File: config.mk
export PLATFORM = sky130hd
export DESIGN_NAME = array_deque_engine
export DESIGN_NICKNAME = d
export VERILOG_FILES = /design/src/rtl/core/ade_pkg.sv /design/src/rtl/core/array_deque_engine.sv /design/src/rtl/core/ade_ram.sv /design/src/rtl/core/ade_ctrl.sv /design/src/rtl/core/ade_dp.sv
export SDC_FILE = /design/constraint.sdc
export NUM_CORES = 1
export LEC_CHECK = 0
export ABC_CLOCK_PERIOD_IN_PS = 8000
export BUFFER_PORTS_ARGS = -buffer_cell sky130_fd_sc_hd__buf_2
export CAP_MARGIN = 20
export CORE_MARGIN = 2
export CORE_UTILIZATION = 55
export CTS_CLUSTER_SIZE = 8
export DETAILED_ROUTE_END_ITERATION = 10
export GPL_TIMING_DRIVEN = 0
export HOLD_SLACK_MARGIN = 0.03
export PLACE_DENSITY = 0.71
export SKIP_LAST_GASP = 1
export SLEW_MARGIN = 20
export SYNTH_ARGS = -nofsm -noshare
export SYNTH_HDL_FRONTEND = slang
export SYNTH_HIERARCHICAL = 1
export SYNTH_SLANG_ARGS = --single-unit
File: constraint.sdc
create_clock -name clk_i -period 8 [get_ports clk_i]
set_input_delay 0.4 -clock clk_i [delete_from_list [all_inputs] [get_ports clk_i]]
set_output_delay 0.4 -clock clk_i [all_outputs]
set_load 0.1 [all_outputs]
File: src/rtl/core/ade_pkg.sv
// Shared types and constants for the array deque engine.
// Used by the controller, the datapath and the top level; depends on nothing.
`default_nettype none

package ade_pkg;

  localparam int unsigned ADE_DEPTH   = 16;
  localparam int unsigned MAX_RESULTS = 16;
  localparam int unsigned CNT_W       = $clog2(MAX_RESULTS);
  localparam int unsigned WORD_W      = 32;
  localparam int unsigned POS_W       = 4;
  localparam int unsigned ACT_W       = 3;

  typedef enum logic [ACT_W-1:0] {
    ACT_PUSH_REAR  = 3'd0,
    ACT_PUSH_FRONT = 3'd1,
    ACT_POP_FRONT  = 3'd2,
    ACT_POP_REAR   = 3'd3,
    ACT_LIST       = 3'd4,
    ACT_SEARCH     = 3'd5
  } act_e;

  typedef enum logic [1:0] {
    ST_OK        = 2'd0,
    ST_OVERFLOW  = 2'd1,
    ST_UNDERFLOW = 2'd2,
    ST_NOTFOUND  = 2'd3
  } st_e;

  typedef enum logic [2:0] {
    K_NONE,
    K_PUSH,
    K_POP,
    K_LIST,
    K_SEARCH
  } kind_e;

  typedef enum logic [1:0] {
    S_IDLE,
    S_DEC,
    S_POP,
    S_SCAN
  } state_e;

  typedef struct packed {
    logic latch;
    logic single;
    logic pop_rd;
    logic pop_done;
    logic scan_rd;
    logic scan_emit;
    logic scan_next;
  } cmd_t;

  typedef struct packed {
    kind_e kind;
    logic  empty;
    logic  out_free;
    logic  scan_last;
    logic  match;
  } sts_t;

endpackage

`default_nettype wire

File: src/rtl/core/array_deque_engine.sv
// Top level of the array deque engine: joins ade_ctrl and ade_dp.
// Depends on ade_pkg, ade_ctrl, ade_dp and ade_ram.
`default_nettype none

// The block keeps a double-ended queue in a linear, non-wrapping array of
// DEPTH words and takes one request at a time. A push, an overflow or an
// underflow answer is loaded into the result register from the decode state;
// a pop is loaded from the pop state after a read, because the slot RAM has
// a registered read. List and search walk the slot RAM one entry per cycle
// from head toward tail, a list only while the result register is free. The
// result register lets the last result of a request wait on the master side
// while the next request is already taken; a stall on the master side holds
// a scan in place without losing entries. Action codes six and seven are
// dropped without a result.

module array_deque_engine
  import ade_pkg::*;
#(
  parameter int unsigned DEPTH = ADE_DEPTH
) (
  input  wire logic        clk_i,
  input  wire logic        rst_ni,
  input  wire logic        s_axis_tvalid,
  output logic             s_axis_tready,
  // Fields from bit 0: action (3), value (32), zero fill (5).
  input  wire logic [39:0] s_axis_tdata,
  output logic             m_axis_tvalid,
  input  wire logic        m_axis_tready,
  // Fields from bit 0: status (2), data (32), position (4), zero fill (2).
  output logic [39:0]      m_axis_tdata,
  output logic             m_axis_tlast
);

  cmd_t              cmd;
  sts_t              sts;
  st_e               status;
  logic [WORD_W-1:0] data;
  logic [POS_W-1:0]  position;

  ade_ctrl u_ctrl (
    .clk_i     (clk_i),
    .rst_ni    (rst_ni),
    .in_valid_i(s_axis_tvalid),
    .in_ready_o(s_axis_tready),
    .sts_i     (sts),
    .cmd_o     (cmd)
  );

  ade_dp #(
    .DEPTH(DEPTH)
  ) u_dp (
    .clk_i      (clk_i),
    .rst_ni     (rst_ni),
    .cmd_i      (cmd),
    .sts_o      (sts),
    .action_i   (s_axis_tdata[2:0]),
    .value_i    (s_axis_tdata[34:3]),
    .out_valid_o(m_axis_tvalid),
    .out_ready_i(m_axis_tready),
    .status_o   (status),
    .data_o     (data),
    .position_o (position),
    .last_o     (m_axis_tlast)
  );

  assign m_axis_tdata = {2'b00, position, data, status};

`ifndef ASSERT_OFF
  a_load_free: assert property (@(posedge clk_i) disable iff (!rst_ni)
    (cmd.single || cmd.pop_done || cmd.scan_emit) |-> sts.out_free)
    else $error("result loaded while the output register is occupied");

  a_cmd_onehot: assert property (@(posedge clk_i) disable iff (!rst_ni)
    $onehot0({cmd.latch, cmd.single, cmd.pop_rd, cmd.pop_done, cmd.scan_rd,
              cmd.scan_next}))
    else $error("conflicting datapath commands");

  a_one_request: assert property (@(posedge clk_i) disable iff (!rst_ni)
    (s_axis_tvalid && s_axis_tready) |=> !s_axis_tready)
    else $error("new request taken while one is in progress");

  a_empty_push: assert property (@(posedge clk_i) disable iff (!rst_ni)
    (cmd.single && sts.kind == K_PUSH && sts.empty) |=> !sts.empty)
    else $error("push into an empty deque left it empty");
`endif

endmodule

`default_nettype wire

File: src/rtl/core/ade_ram.sv
// Generic single-port-write, single-port-read RAM with registered read data.
// Stand-alone; used by the deque datapath for the slot storage.
`default_nettype none

module ade_ram #(
  parameter int unsigned WIDTH = 32,
  parameter int unsigned DEPTH = 16
) (
  input  wire logic                     clk_i,
  input  wire logic                     we_i,
  input  wire logic [$clog2(DEPTH)-1:0] waddr_i,
  input  wire logic [WIDTH-1:0]         wdata_i,
  input  wire logic                     re_i,
  input  wire logic [$clog2(DEPTH)-1:0] raddr_i,
  output logic      [WIDTH-1:0]         rdata_o
);

  logic [WIDTH-1:0] mem_q [DEPTH];
  logic [WIDTH-1:0] rdata_q;

  always_ff @(posedge clk_i) begin
    if (we_i) begin
      mem_q[waddr_i] <= wdata_i;
    end
    if (re_i) begin
      rdata_q <= mem_q[raddr_i];
    end
  end

  assign rdata_o = rdata_q;

endmodule

`default_nettype wire

File: src/rtl/core/ade_ctrl.sv
// Sequencing state machine of the array deque engine.
// Depends on ade_pkg; drives commands to ade_dp and reads its status.
`default_nettype none

module ade_ctrl
  import ade_pkg::*;
(
  input  wire logic clk_i,
  input  wire logic rst_ni,
  input  wire logic in_valid_i,
  output logic      in_ready_o,
  input  wire sts_t sts_i,
  output cmd_t      cmd_o
);

  state_e state_q, state_d;

  always_ff @(posedge clk_i or negedge rst_ni) begin
    if (!rst_ni) begin
      state_q <= S_IDLE;
    end else begin
      state_q <= state_d;
    end
  end

  always_comb begin
    state_d = state_q;
    case (state_q)
      S_IDLE: begin
        if (in_valid_i) begin
          state_d = S_DEC;
        end
      end
      S_DEC: begin
        if (sts_i.kind == K_NONE) begin
          state_d = S_IDLE;
        end else if (sts_i.kind == K_PUSH || sts_i.empty) begin
          if (sts_i.out_free) begin
            state_d = S_IDLE;
          end
        end else if (sts_i.kind == K_POP) begin
          state_d = S_POP;
        end else begin
          state_d = S_SCAN;
        end
      end
      S_POP: begin
        if (sts_i.out_free) begin
          state_d = S_IDLE;
        end
      end
      S_SCAN: begin
        if (sts_i.kind == K_LIST) begin
          if (sts_i.out_free && sts_i.scan_last) begin
            state_d = S_IDLE;
          end
        end else if (sts_i.match || sts_i.scan_last) begin
          if (sts_i.out_free) begin
            state_d = S_IDLE;
          end
        end
      end
      default: begin
        state_d = S_IDLE;
      end
    endcase
  end

  always_comb begin
    cmd_o      = '0;
    in_ready_o = 1'b0;
    case (state_q)
      S_IDLE: begin
        in_ready_o  = 1'b1;
        cmd_o.latch = in_valid_i;
      end
      S_DEC: begin
        if (sts_i.kind == K_NONE) begin
          cmd_o = '0;
        end else if (sts_i.kind == K_PUSH || sts_i.empty) begin
          cmd_o.single = sts_i.out_free;
        end else if (sts_i.kind == K_POP) begin
          cmd_o.pop_rd = 1'b1;
        end else begin
          cmd_o.scan_rd = 1'b1;
        end
      end
      S_POP: begin
        cmd_o.pop_done = sts_i.out_free;
      end
      S_SCAN: begin
        if (sts_i.kind == K_LIST) begin
          cmd_o.scan_emit = sts_i.out_free;
          cmd_o.scan_next = sts_i.out_free && !sts_i.scan_last;
        end else if (sts_i.match || sts_i.scan_last) begin
          cmd_o.scan_emit = sts_i.out_free;
        end else begin
          cmd_o.scan_next = 1'b1;
        end
      end
      default: begin
        cmd_o = '0;
      end
    endcase
  end

endmodule

`default_nettype wire

File: src/rtl/core/ade_dp.sv
// Datapath of the array deque engine: head, tail and empty registers, the
// slot RAM, the scan index and the result register. Depends on ade_pkg, ade_ram.
`default_nettype none

module ade_dp
  import ade_pkg::*;
#(
  parameter int unsigned DEPTH = ADE_DEPTH
) (
  input  wire logic              clk_i,
  input  wire logic              rst_ni,
  input  wire cmd_t              cmd_i,
  output sts_t                   sts_o,
  input  wire logic [ACT_W-1:0]  action_i,
  input  wire logic [WORD_W-1:0] value_i,
  output logic                   out_valid_o,
  input  wire logic              out_ready_i,
  output st_e                    status_o,
  output logic [WORD_W-1:0]      data_o,
  output logic [POS_W-1:0]       position_o,
  output logic                   last_o
);

  localparam int unsigned AW = $clog2(DEPTH);
  localparam logic [AW-1:0] LastSlot = AW'(DEPTH - 1);

  logic [ACT_W-1:0]  act_q;
  logic [WORD_W-1:0] val_q;
  logic [AW-1:0]     head_q, head_d, tail_q, tail_d, idx_q;
  logic              empty_q, empty_d;
  logic [CNT_W-1:0]  cnt_q;

  logic              out_valid_q;
  st_e               st_q, st_d;
  logic [WORD_W-1:0] dat_q, dat_d;
  logic [POS_W-1:0]  pos_q, pos_d;
  logic              last_q, last_d;
  logic              load;

  logic [AW-1:0]       slot;
  logic [AW+POS_W-1:0] slot_ext;
  logic                we;
  logic                re;
  logic [AW-1:0]       raddr;
  logic [WORD_W-1:0]   rdata;
  kind_e               kind;
  logic                out_free;
  logic                scan_last;
  logic                pop_front;

  always_comb begin
    case (act_q)
      ACT_PUSH_REAR, ACT_PUSH_FRONT: kind = K_PUSH;
      ACT_POP_FRONT, ACT_POP_REAR:   kind = K_POP;
      ACT_LIST:                      kind = K_LIST;
      ACT_SEARCH:                    kind = K_SEARCH;
      default:                       kind = K_NONE;
    endcase
  end

  assign pop_front = (act_q == ACT_POP_FRONT);
  assign out_free  = !out_valid_q || out_ready_i;
  assign scan_last = (idx_q == tail_q) ||
                     ((kind == K_LIST) && (cnt_q == CNT_W'(MAX_RESULTS - 1)));

  assign sts_o.kind      = kind;
  assign sts_o.empty     = empty_q;
  assign sts_o.out_free  = out_free;
  assign sts_o.scan_last = scan_last;
  assign sts_o.match     = (rdata == val_q);

  // Slot that the current command writes, pops or reports, and the next head, tail and empty values.
  always_comb begin
    slot    = idx_q;
    we      = 1'b0;
    head_d  = head_q;
    tail_d  = tail_q;
    empty_d = empty_q;
    if (cmd_i.single && kind == K_PUSH) begin
      if (empty_q) begin
        slot    = '0;
        head_d  = '0;
        tail_d  = '0;
        empty_d = 1'b0;
        we      = 1'b1;
      end else if (act_q == ACT_PUSH_REAR) begin
        if (tail_q != LastSlot) begin
          slot   = tail_q + AW'(1);
          tail_d = slot;
          we     = 1'b1;
        end
      end else if (head_q != '0) begin
        slot   = head_q - AW'(1);
        head_d = slot;
        we     = 1'b1;
      end
    end else if (cmd_i.pop_done) begin
      slot = pop_front ? head_q : tail_q;
      if (head_q == tail_q) begin
        head_d  = '0;
        tail_d  = '0;
        empty_d = 1'b1;
      end else if (pop_front) begin
        head_d = head_q + AW'(1);
      end else begin
        tail_d = tail_q - AW'(1);
      end
    end
  end

  assign slot_ext = {{POS_W{1'b0}}, slot};

  always_comb begin
    load   = 1'b0;
    st_d   = ST_OK;
    dat_d  = '0;
    pos_d  = '0;
    last_d = 1'b1;
    if (cmd_i.single) begin
      load = 1'b1;
      if (kind != K_PUSH) begin
        st_d = ST_UNDERFLOW;
      end else if (we) begin
        pos_d = slot_ext[POS_W-1:0];
      end else begin
        st_d = ST_OVERFLOW;
      end
    end else if (cmd_i.pop_done) begin
      load  = 1'b1;
      dat_d = rdata;
      pos_d = slot_ext[POS_W-1:0];
    end else if (cmd_i.scan_emit) begin
      load = 1'b1;
      if (kind == K_LIST) begin
        dat_d  = rdata;
        pos_d  = slot_ext[POS_W-1:0];
        last_d = scan_last;
      end else if (sts_o.match) begin
        pos_d = slot_ext[POS_W-1:0];
      end else begin
        st_d = ST_NOTFOUND;
      end
    end
  end

  always_comb begin
    re    = cmd_i.pop_rd || cmd_i.scan_rd || cmd_i.scan_next;
    raddr = head_q;
    if (cmd_i.pop_rd && !pop_front) begin
      raddr = tail_q;
    end else if (cmd_i.scan_next) begin
      raddr = idx_q + AW'(1);
    end
  end

  always_ff @(posedge clk_i or negedge rst_ni) begin
    if (!rst_ni) begin
      head_q      <= '0;
      tail_q      <= '0;
      empty_q     <= 1'b1;
      out_valid_q <= 1'b0;
    end else begin
      head_q  <= head_d;
      tail_q  <= tail_d;
      empty_q <= empty_d;
      if (load) begin
        out_valid_q <= 1'b1;
      end else if (out_ready_i) begin
        out_valid_q <= 1'b0;
      end
    end
  end

  always_ff @(posedge clk_i) begin
    if (cmd_i.latch) begin
      act_q <= action_i;
      val_q <= value_i;
    end
    if (cmd_i.scan_rd) begin
      idx_q <= head_q;
      cnt_q <= '0;
    end else if (cmd_i.scan_next) begin
      idx_q <= idx_q + AW'(1);
      cnt_q <= cnt_q + CNT_W'(1);
    end
    if (load) begin
      st_q   <= st_d;
      dat_q  <= dat_d;
      pos_q  <= pos_d;
      last_q <= last_d;
    end
  end

  ade_ram #(
    .WIDTH(WORD_W),
    .DEPTH(DEPTH)
  ) u_ram (
    .clk_i  (clk_i),
    .we_i   (we),
    .waddr_i(slot),
    .wdata_i(val_q),
    .re_i   (re),
    .raddr_i(raddr),
    .rdata_o(rdata)
  );

  assign out_valid_o = out_valid_q;
  assign status_o    = st_q;
  assign data_o      = dat_q;
  assign position_o  = pos_q;
  assign last_o      = last_q;

endmodule

`default_nettype wire

* After elaboration in Yosys (flattened, before gate mapping)
Memory sizes are Yosys's and may differ from the RTL's. A register that Yosys moved wholly into a read port is not among the register bits. Cells that the tools add are included. W data, S select, Z words.
Word-level totals: output and inout bits 43, word-level logic and storage cells 160, register bits 94, memories kept 1, bits in writable memories 512, input port bits 44
Memories:
- u_dp.u_ram.mem_q | words 16, width 32, read ports 1, clocked after Yosys merged registers in 1, write ports 1, line ade_ram.sv:18 | logic [WIDTH-1:0] mem_q [DEPTH];
Cells by class: multiplexer cells 83, eq/ne operators 25, $add $sub $neg 6, reduce and logical (&&, ||, !) cells 30, bitwise gates (word level) 2
Operators with widths (count):
- $mux W4 | 32
- $mux W32 | 3
- $mux W2 | 17
- $eq A32 B32 Y1 | 1
- $mux W1 | 29
- $add A4 B1 Y4 const B | 4
- $eq A3 B2 Y1 const B | 4
- $ne A3 B2 Y1 const B | 4
- $pmux W3 S4 | 1
- $eq A4 B4 Y1 | 2
- $pmux W2 S4 | 1
- $reduce_and A4 Y1 | 2
- $reduce_bool A2 Y1 | 4
- $sub A4 B1 Y4 const B | 2
- $eq A3 B1 Y1 const B | 2
- $eq A3 B3 Y1 const B | 2
- $logic_not A3 Y1 | 2
- $logic_or A1 B1 Y1 | 6
- $ne A3 B1 Y1 const B | 2
- $ne A3 B3 Y1 const B | 2
- $logic_and A1 B1 Y1 | 5
- $eq A2 B2 Y1 const B | 2
- $eq A4 B4 Y1 const B | 1
- $ne A4 B4 Y1 const B | 1
- other kinds (11) | 15

* Logic depth before layout (Yosys ltp)
Gate-level depths: netlist of run 1.
depth after elaboration 15, depth in mapped cells 16, gate-level depth less buffers 13

* Modules after synthesis
The synthesis of run 1 kept the hierarchy.
By module, submodules not included:
- ade_ram | sequential area each 16335.7 um^2, instances 1, cells each 838, area each 20155.6 um^2
- ade_dp | sequential area each 2673.8 um^2, instances 1, cells each 370, area each 4664.5 um^2
- ade_ctrl | sequential area each 50.0 um^2, instances 1, cells each 33, area each 239.0 um^2
- array_deque_engine | sequential area each 0.0 um^2, instances 1, cells each 3, area each 18.8 um^2

* Worst setup path after synthesis of run 1
OpenSTA, ideal clock, no wires.
path type reg2reg, start point register u_dp.act_q[1], end point memory u_dp.u_ram.mem_q[0][0] (enable), clock period less this slack 6026 ps, path buffers 1, setup time 461 ps, cell stages (with the launch flop) 14, data arrival time 5565 ps, data required time 7539 ps, setup slack 1974 ps, cells stage by stage edfxtp_1 buf_6 nor3_1 a21o_1 or2_1 a21oi_1 nor3b_1 or3b_2 nand2_1 nor2_1 a211oi_1 inv_1 or3b_2 nor3_1
RTL lines:
- start: declaration | line ade_dp.sv:27 | logic [ACT_W-1:0] act_q;
- start signal: assignment | line ade_dp.sv:176 | act_q <= action_i;
- end: declaration | line ade_ram.sv:18

==> flow_summary_export.csv, run 1 <==
group,metric,value,unit
cts,cts_hold_buf,36,
place,place_area,26800,um2
floorplanning,fp.dieW,218,um
floorplanning,coreArea,45200,um2
synth,synthesis.area,25100,um2
route,vias_per_cell,6.20,
power,power.leakage,9.64,nW
cts,path_clk_slew,0.05,ns
synth,synth_edf_count,622,
route,drt-total-wl,56800,um
route,antenna_left,0,
synth,netlist_instances,1244,
timing,finalCritPeriodShare,0.746,
power,switchingPower,3.85,mW
global_routing,grt_pass1_wl,83800,um
critical_path,end_kind,"register",
cts,cts_setup_buffers,0,
route,first_iter_violations,1598,
critical_path,timing.rr.start,"u_dp/act_q[1]",
critical_path,worstSetupStartpoint,"u_dp/act_q[1]",
synth,synthFlopType,"edfxtp_1",
timing,finalHoldViolations,0,
place,hpwl,35600,um
cts,cts-root-buf,"clkbuf_16",
critical_path,max_stage_delay,0.73,ns
cts,insertion_delay,0.60,ns
critical_path,crit_slowest_cell,"nor3b_1",
synth,ys_seq_elements,638,
critical_path,startpoint_type,"register",
floorplanning,initial_core_util,0.555,
floorplanning,fp.dieH,218,um
status,run_status,"complete, no violations",
critical_path,ff2ff_setup_slack,2.03,ns
synth,yosysWarnings,6,
place,dpl.cell_count,1955,
finish,fin_util,0.653,
global_routing,grt_pass1_vias,13300,
route,vias,13000,
critical_path,ff2ff_path_depth,16,
floorplanning,std_cell_rows,78,
global_routing,groute.usage.overall,0.246,
route,drt_first_pass_iters,5,
timing,tightest_slew,0.975,ns
floorplanning,dieArea,47300,um2
power,ir_drop,0.322,mV
critical_path,worstReg2RegEnd,"u_dp/u_ram/mem_q[0][15]",
timing,layout_min_cycle_time,5.97,ns
timing,slew_headroom,0.350,
finish,area_delta_synth_final,17.6,%
timing,fmaxAchievable,0.167,GHz
critical_path,cp_cell_sequence,"buf_6 > nor3_1 > a21o_1 > or2_1 > a21oi_1 > nor3b_1 > or3b_2 > nand2_1 > nor2_1 > a211oi_1 > inv_1 > or3b_2 > nor3_2 > buf_6 > buf_6 > buf_4",
cts,cts_inserted_buffers,89,
critical_path,cp_common_cell,"buf_6",
cts,ctsResizeCount,0,
min_path,holdPathEnd,"u_dp/out_valid_o",
finish,final_cells,2100,
timing,rsz0062_at_grt,"false",
cts,numClockSinks,638,
finish,multi_input_area,5690,um2
cts,clockBufferDepth,3,
cts,tritoncts,"yes",
run,cap_violations,0,
finish,regArea,19100,um2
place,numPortBuffers,79,
power,cellPowerDensity,387,nW/um2
finish,fillers,2953,
critical_path,arrival,6.26,ns
global_routing,grt_antenna_before_repair,2,
cts,htree_levels,3,
route,drc,0,
timing,finalMaxSlewViolations,0,
global_routing,grt_max_degree,27,
critical_path,crit_fanout,10,
synth,avgSynthCellArea,20.2,um2
min_path,hold_depth,3,
min_path,hold_start,"m_axis_tready",
timing,clock_skew,0.0209,ns
power,internal-power,7.57,mW
power,sequentialPowerShare,0.389,
critical_path,crit_buf_inv,5,
synth,yosysSeqAreaShare,0.760,
power,clock_power_share,0.283,
min_path,hold_path_class,"input pin to register",
finish,fin_area,29500,um2
timing,fin_worst_hold_slack,0.101,ns
critical_path,crit_family,"simple AND/OR/NAND/NOR gates",
power,combinationalPowerShare,0.329,
place,place.gp.congestion,0.861,
finish,final_nets,1532,
global_routing,overflow,0,
floorplanning,pin_count,87,
synth,ys_types,70,
critical_path,required,8.29,ns
power,swShare,0.337,
critical_path,path_class,"register to register",
synth,synthArstFlopShare,0.0188,
finish,drive_above_1_share,0.269,
timing,setup_viol,0,
route,wl_per_cell,27.1,um
[registers in the layout (all words and copies together), names as in the netlist, 2 cells and up]
| register | cells |
|---|---|
| u_dp/u_ram/mem_q | 512 |
| u_dp/data_o | 32 |
| u_dp/u_ram/rdata_o | 32 |
| u_dp/val_q | 32 |
| u_dp/cnt_q | 4 |
| u_dp/head_q | 4 |
| u_dp/idx_q | 4 |
| u_dp/position_o | 4 |
| u_dp/tail_q | 4 |
| u_dp/act_q | 3 |
| u_ctrl/state_q | 2 |
| u_dp/status_o | 2 |
[worst max-delay path by stage]
stage | cells past startpoint | end | slack, ns
after global placement | 13 | u_dp/u_ram/mem_q[0][13] | -1.27
after global routing | 16 | u_dp/u_ram/mem_q[0][15] | 1.78
after CTS | 16 | u_dp/u_ram/mem_q[0][15] | 2.12
final | 16 | u_dp/u_ram/mem_q[0][15] | 2.03
after floorplan | 13 | u_dp/u_ram/mem_q[0][0] | 1.97
after detailed placement | 16 | u_dp/u_ram/mem_q[0][14] | 2.15
[metrics by stage]
step	TNS [ns]	setup slack (ns)	total power [mW]
6_report	0	2.03	11.4
3_3_place_gp	-124.22	-1.27	8.08
3_5_place_dp	0	2.15	8.20
2_1_floorplan	0	1.97	7.13
4_1_cts	0	2.12	11.5
5_1_grt	0	1.78	11.8
[power groups by stage]
stage	Clock (mW)	Combinational, mW	Sequential (mW)
6_report	3.23	3.75	4.44
5_1_grt	3.42	3.96	4.47
4_1_cts	3.28	3.74	4.44
3_5_place_dp	0	3.71	4.49
3_3_place_gp	0	3.59	4.49
2_1_floorplan	0	2.27	4.87
[area by class of cell]
| type | instances | share of cell area |
|---|---|---|
| inverter | 17 | 0.00216 |
| multi-input combinational | 521 | 0.193 |
| sequential | 638 | 0.646 |
| tap | 600 | 0.0255 |
| clock inverter | 4 | 0.00140 |
| antenna | 2 | 0.000170 |
| clock buffer | 103 | 0.0773 |
| timing repair buffer | 146 | 0.0412 |
| buffer | 69 | 0.0130 |
[kinds of logic after synthesis]
group | after synthesis | synth area share
AOI/OAI and AO/OA | 140 | 0.0425
xor gates and xnor gates | 45 | 0.0165
adders and majority gates | 6 | 0.00299
buffers and inverters | 86 | 0.0179
DFF | 638 | 0.760
muxes | 142 | 0.121
other | 1 | 0.000150
and+or+nand+nor | 186 | 0.0395
[cell usage after synthesis (5+ instances only)]
library cell / number / area share
a211oi_1: 7 / 0.0021
a21oi_1: 15 / 0.0030
a22oi_1: 64 / 0.019
and2_1: 35 / 0.0087
buf_1: 10 / 0.0015
buf_2: 9 / 0.0018
buf_4: 16 / 0.0048
buf_6: 7 / 0.0031
clkbuf_1: 26 / 0.0039
dfrtp_1: 11 / 0.011
edfxtp_1: 622 / 0.74
ha_1: 6 / 0.0030
inv_1: 17 / 0.0025
mux2i_1: 13 / 0.0052
mux4_2: 128 / 0.11
nand2_1: 48 / 0.0072
nand2b_1: 7 / 0.0017
nand4_1: 10 / 0.0025
nor2_1: 40 / 0.0060
nor3_1: 10 / 0.0020
o211ai_1: 5 / 0.0015
o21ai_0: 12 / 0.0024
xnor2_1: 35 / 0.012
xor2_1: 9 / 0.0031
[worst register-to-register path: cells and delay by family (launching register included)]
family | cells | cell delay (ns)
DFF | 1 | 0.46
and+or+nand+nor | 8 | 3.49
buffers and inverters | 5 | 0.96
AOI/OAI and AO/OA | 3 | 0.72
[placed cells by master (no fill, tap or decap), types with 5 or more instances in the layout]
| cell type | synthesis | layout |
|---|---|---|
| edfxtp_1 | 622 | 622 |
| mux4_2 | 128 | 128 |
| clkbuf_16 | 0 | 89 |
| buf_2 | 9 | 88 |
| a22oi_1 | 64 | 64 |
| nand2_1 | 48 | 48 |
| clkbuf_1 | 26 | 40 |
| dlygate4sd3_1 | 0 | 36 |
| xnor2_1 | 35 | 35 |
| and2_1 | 35 | 34 |
| buf_4 | 16 | 28 |
| nor2_1 | 40 | 28 |
| inv_1 | 17 | 17 |
| a21oi_1 | 15 | 15 |
| mux2i_1 | 13 | 13 |
| o21ai_0 | 12 | 12 |
| buf_12 | 0 | 12 |
| nor2_4 | 0 | 12 |
| dfrtp_1 | 11 | 11 |
| buf_6 | 7 | 11 |
| nand4_1 | 10 | 10 |
| buf_1 | 10 | 10 |
| xor2_1 | 9 | 9 |
| nand2b_1 | 7 | 7 |
| a211oi_1 | 7 | 7 |
| nor3_1 | 10 | 6 |
| ha_1 | 6 | 6 |
| o211ai_1 | 5 | 5 |
[metal layers]
layer | up-vias | track usage | routed length [um]
met5 | - | 0 | 13
met4 | 2 | 0.0817 | 1310
met3 | 90 | 0.0505 | 4860
met2 | 679 | 0.409 | 28500
met1 | 6716 | 0.329 | 22100
li1 | 5527 | - | -
(Power assumes the default switching activity.)
==> inputs of run 2 (changes only) <==
--- a/config.mk
+++ b/config.mk
@@ -5,7 +5,8 @@
 export SDC_FILE = /design/constraint.sdc
 export NUM_CORES = 1
 export LEC_CHECK = 0
-export ABC_CLOCK_PERIOD_IN_PS = 8000
+export ABC_AREA = 1
+export ABC_CLOCK_PERIOD_IN_PS = 6200
 export BUFFER_PORTS_ARGS = -buffer_cell sky130_fd_sc_hd__buf_2
 export CAP_MARGIN = 20
 export CORE_MARGIN = 2
==> constraint.sdc (replaced) <==
create_clock -name clk_i -period 6.2 [get_ports clk_i]
set_input_delay 0.31 -clock clk_i [delete_from_list [all_inputs] [get_ports clk_i]]
set_output_delay 0.31 -clock clk_i [all_outputs]
set_load 0.1 [all_outputs]
==> run 2 against run 1 <==
Compared with the run above:
- clock power grew 33%
- combinational power up 79%
- sequential cell count unchanged
- sequential power is 30% higher
- sequential share of layout area is 7.0 points lower
- hold slack worse by 0.0048 ns
- critical path type unchanged
==> flow_summary_export.csv, run 2 <==
group,metric,value,unit
critical_path,path_class,"register to register",
floorplanning,pin_count,87,
synth,avgSynthCellArea,10.6,um2
global_routing,grt_busiest_layer,"met2",
cts,ctsResizeCount,0,
synth,synth_compound_gate_area_share,0.0155,
finish,largest_register,"u_dp/u_ram/mem_q",
critical_path,ff2ff_setup_slack,1.42,ns
finish,insertedDiodeCount,0,
route,wl_per_cell,22.0,um
cts,cts_inserted_buffers,89,
timing,fmaxAchievable,0.209,GHz
finish,final_nets,2939,
place,numPortBuffers,79,
synth,synth_edf_count,622,
finish,largest_reg_flops,512,
floorplanning,fp.dieH,230,um
synth,yosysWarnings,6,
timing,layout_min_cycle_time,4.78,ns
route,vias_per_cell,5.55,
floorplanning,fp.dieW,230,um
synth,synthTopCellsByArea,"edfxtp_1 66%, nand2_1 11%, nand3_1 7.1%, inv_1 6.1%, buf_6 1.2%",
critical_path,max_stage_delay,0.89,ns
global_routing,grt.met1_usage,0.393,
synth,ys_seq_elements,638,
critical_path,end_kind,"register",
route,drt_first_pass_iters,9,
synth,synthesis.area,28100,um2
place,place.gp.congestion,0.862,
finish,multi_input_area,6540,um2
synth,synth_xor_area_frac,0.0131,
synth,yosysMostFrequentCell,"nand2_1",
floorplanning,std_cell_rows,82,
synth,synthFlopType,"edfxtp_1",
global_routing,grt_pass1_wl,117000,um
route,vias,19900,
floorplanning,dieArea,52900,um2
finish,regArea,19100,um2
cts,tritoncts,"yes",
global_routing,grt_pass1_vias,19700,
finish,drive_above_1_share,0.125,
status,run_status,"complete, no violations",
place,dp_slack,1.60,ns
timing,finalCritPeriodShare,0.771,
global_routing,overflow,0,
global_routing,met3_usage,0.0557,
critical_path,crit_slowest_cell,"buf_1",
timing,rsz0062_at_grt,"false",
finish,fin_util,0.657,
synth,synthMuxAreaShare,0,
place,hpwl,50600,um
cts,path_clk_slew,0.05,ns
floorplanning,coreArea,50300,um2
global_routing,grt_antenna_before_repair,0,
timing,setup_viol,0,
power,power.leakage,14.0,nW
global_routing,groute.usage.overall,0.301,
cts,cts-root-buf,"clkbuf_16",
timing,slew_headroom,0.245,
synth,synth_top_area_share,0.664,
finish,fillers,3710,
cts,numClockSinks,638,
synth,synth_fa_ha_area_frac,0.00267,
critical_path,cp_common_cell,"nand2_1",
cts,htree_levels,3,
synth,ys_types,53,
critical_path,cp_cell_sequence,"xnor2_1 > nand2_1 > nor2_1 > nand2_1 > nor2_1 > nand2_1 > inv_1 > nor2_1 > nand3_2 > o31ai_2 > clkbuf_1 > o211ai_1 > o21ai_0 > inv_2 > buf_1 > nand3_1 > nand3_1 > nand2_1",
critical_path,required,6.56,ns
route,drc,0,
floorplanning,initial_core_util,0.559,
critical_path,crit_buf_inv,4,
run,cap_violations,0,
route,first_iter_violations,2533,
synth,synth_top_family_by_area,"simple AND/OR/NAND/NOR gates",
critical_path,arrival,5.14,ns
timing,fin_worst_hold_slack,0.0959,ns
finish,area_delta_synth_final,17.5,%
timing,setup_ws,1.42,ns
timing,finalHoldViolations,0,
power,ir_drop,0.416,mV
cts,clockBufferDepth,3,
finish,final_common_cell,"nand2_1",
power,cellPowerDensity,509,nW/um2
synth,yosys.area.top_type,"edfxtp_1",
synth,synthArstFlopShare,0.0188,
route,drt-total-wl,78700,um
timing,clock_skew,0.0207,ns
synth,yosys.area_share.simple,0.196,
cts,insertion_delay,0.62,ns
synth,synthTopCellsByCount,"787 x nand2_1, 622 x edfxtp_1, 454 x inv_1",
critical_path,crit_fanout,17,
finish,layout_common_cells,"786 x nand2_1, 622 x edfxtp_1, 454 x inv_1",
synth,netlist_instances,2651,
timing,finalMaxSlewViolations,0,
critical_path,crit_family,"simple AND/OR/NAND/NOR gates",
global_routing,grt_max_degree,40,
timing,tightest_slew,1.13,ns
synth,yosysSeqAreaShare,0.678,
critical_path,startpoint_type,"register",
route,antenna_left,0,
min_path,hold_path_class,"input pin to register",
global_routing,met2_usage,0.491,
[run 2: final timing paths]
check                                              end  cells past startpoint              from
worst max register to register  u_dp/u_ram/rdata_o[28]                     18    u_dp/val_q[17]
worst min-delay path                     u_dp/val_q[0]                      3     s_axis_tvalid
max in group asynchronous                 u_dp/empty_q                      2            rst_ni
worst max-delay path            u_dp/u_ram/rdata_o[28]                     18    u_dp/val_q[17]
worst min register to register        u_dp/out_valid_o                      2  u_dp/out_valid_o
min in group asynchronous               u_dp/head_q[2]                      2            rst_ni
[run 2: cell families (layout without fill, tap and decap cells)]
group,Yosys count,count (layout)
XOR/XNOR,42,42
buffers and inverters,597,856
AO/OA/AOI/OAI,72,72
AND/OR/NAND/NOR,1295,1295
flip-flops,638,638
other,1,2
adder cells (fa/ha/maj),6,6
[run 2: timing repair]
| item | in CTS | in global routing |
|---|---|---|
| setup endpoints to repair | 0 | 0 |
| setup buffers | 0 | 0 |
| hold buffers | 37 | 0 |
| endpoints found under the hold margin | 48 | 0 |
[run 2: power breakdown]
part	switching, mW	leakage, nW	internal, mW
combinational	4.92	7.00	1.81
sequential	0.359	5.82	5.42
clock	1.67	1.18	2.65
[run 2: cell type report]
cell class | count | share of cell area
sequential | 638 | 0.577
multi-input combinational | 1417 | 0.198
clock buffer | 111 | 0.0725
inverter | 477 | 0.0551
timing repair buffer | 146 | 0.0466
tap | 672 | 0.0254
buffer | 120 | 0.0254
clock inverter | 2 | 0.000530
[run 2: tightest hold or removal path, delay by kind of cell]
family	cells	cell delay (ns)
buffers and inverters	2	0.17
and+or+nand+nor	1	0.07
[run 2: through the flow]
stage	std cells	cell area, um2	TNS, ns	power [mW]
floorplan	2652	28100	0	10.1
global placement	3403	29400	-4.30	12.2
detailed placement	3433	30300	0	12.4
CTS	3583	33000	0	16.7
global route	3583	33000	0	17.5
finish	3583	33000	0	16.8
[run 2: layer usage]
metal	share of wire	wire length, um
met1	0.37	29000
met2	0.48	37700
met3	0.11	8510
met4	0.043	3410
met5	0	0
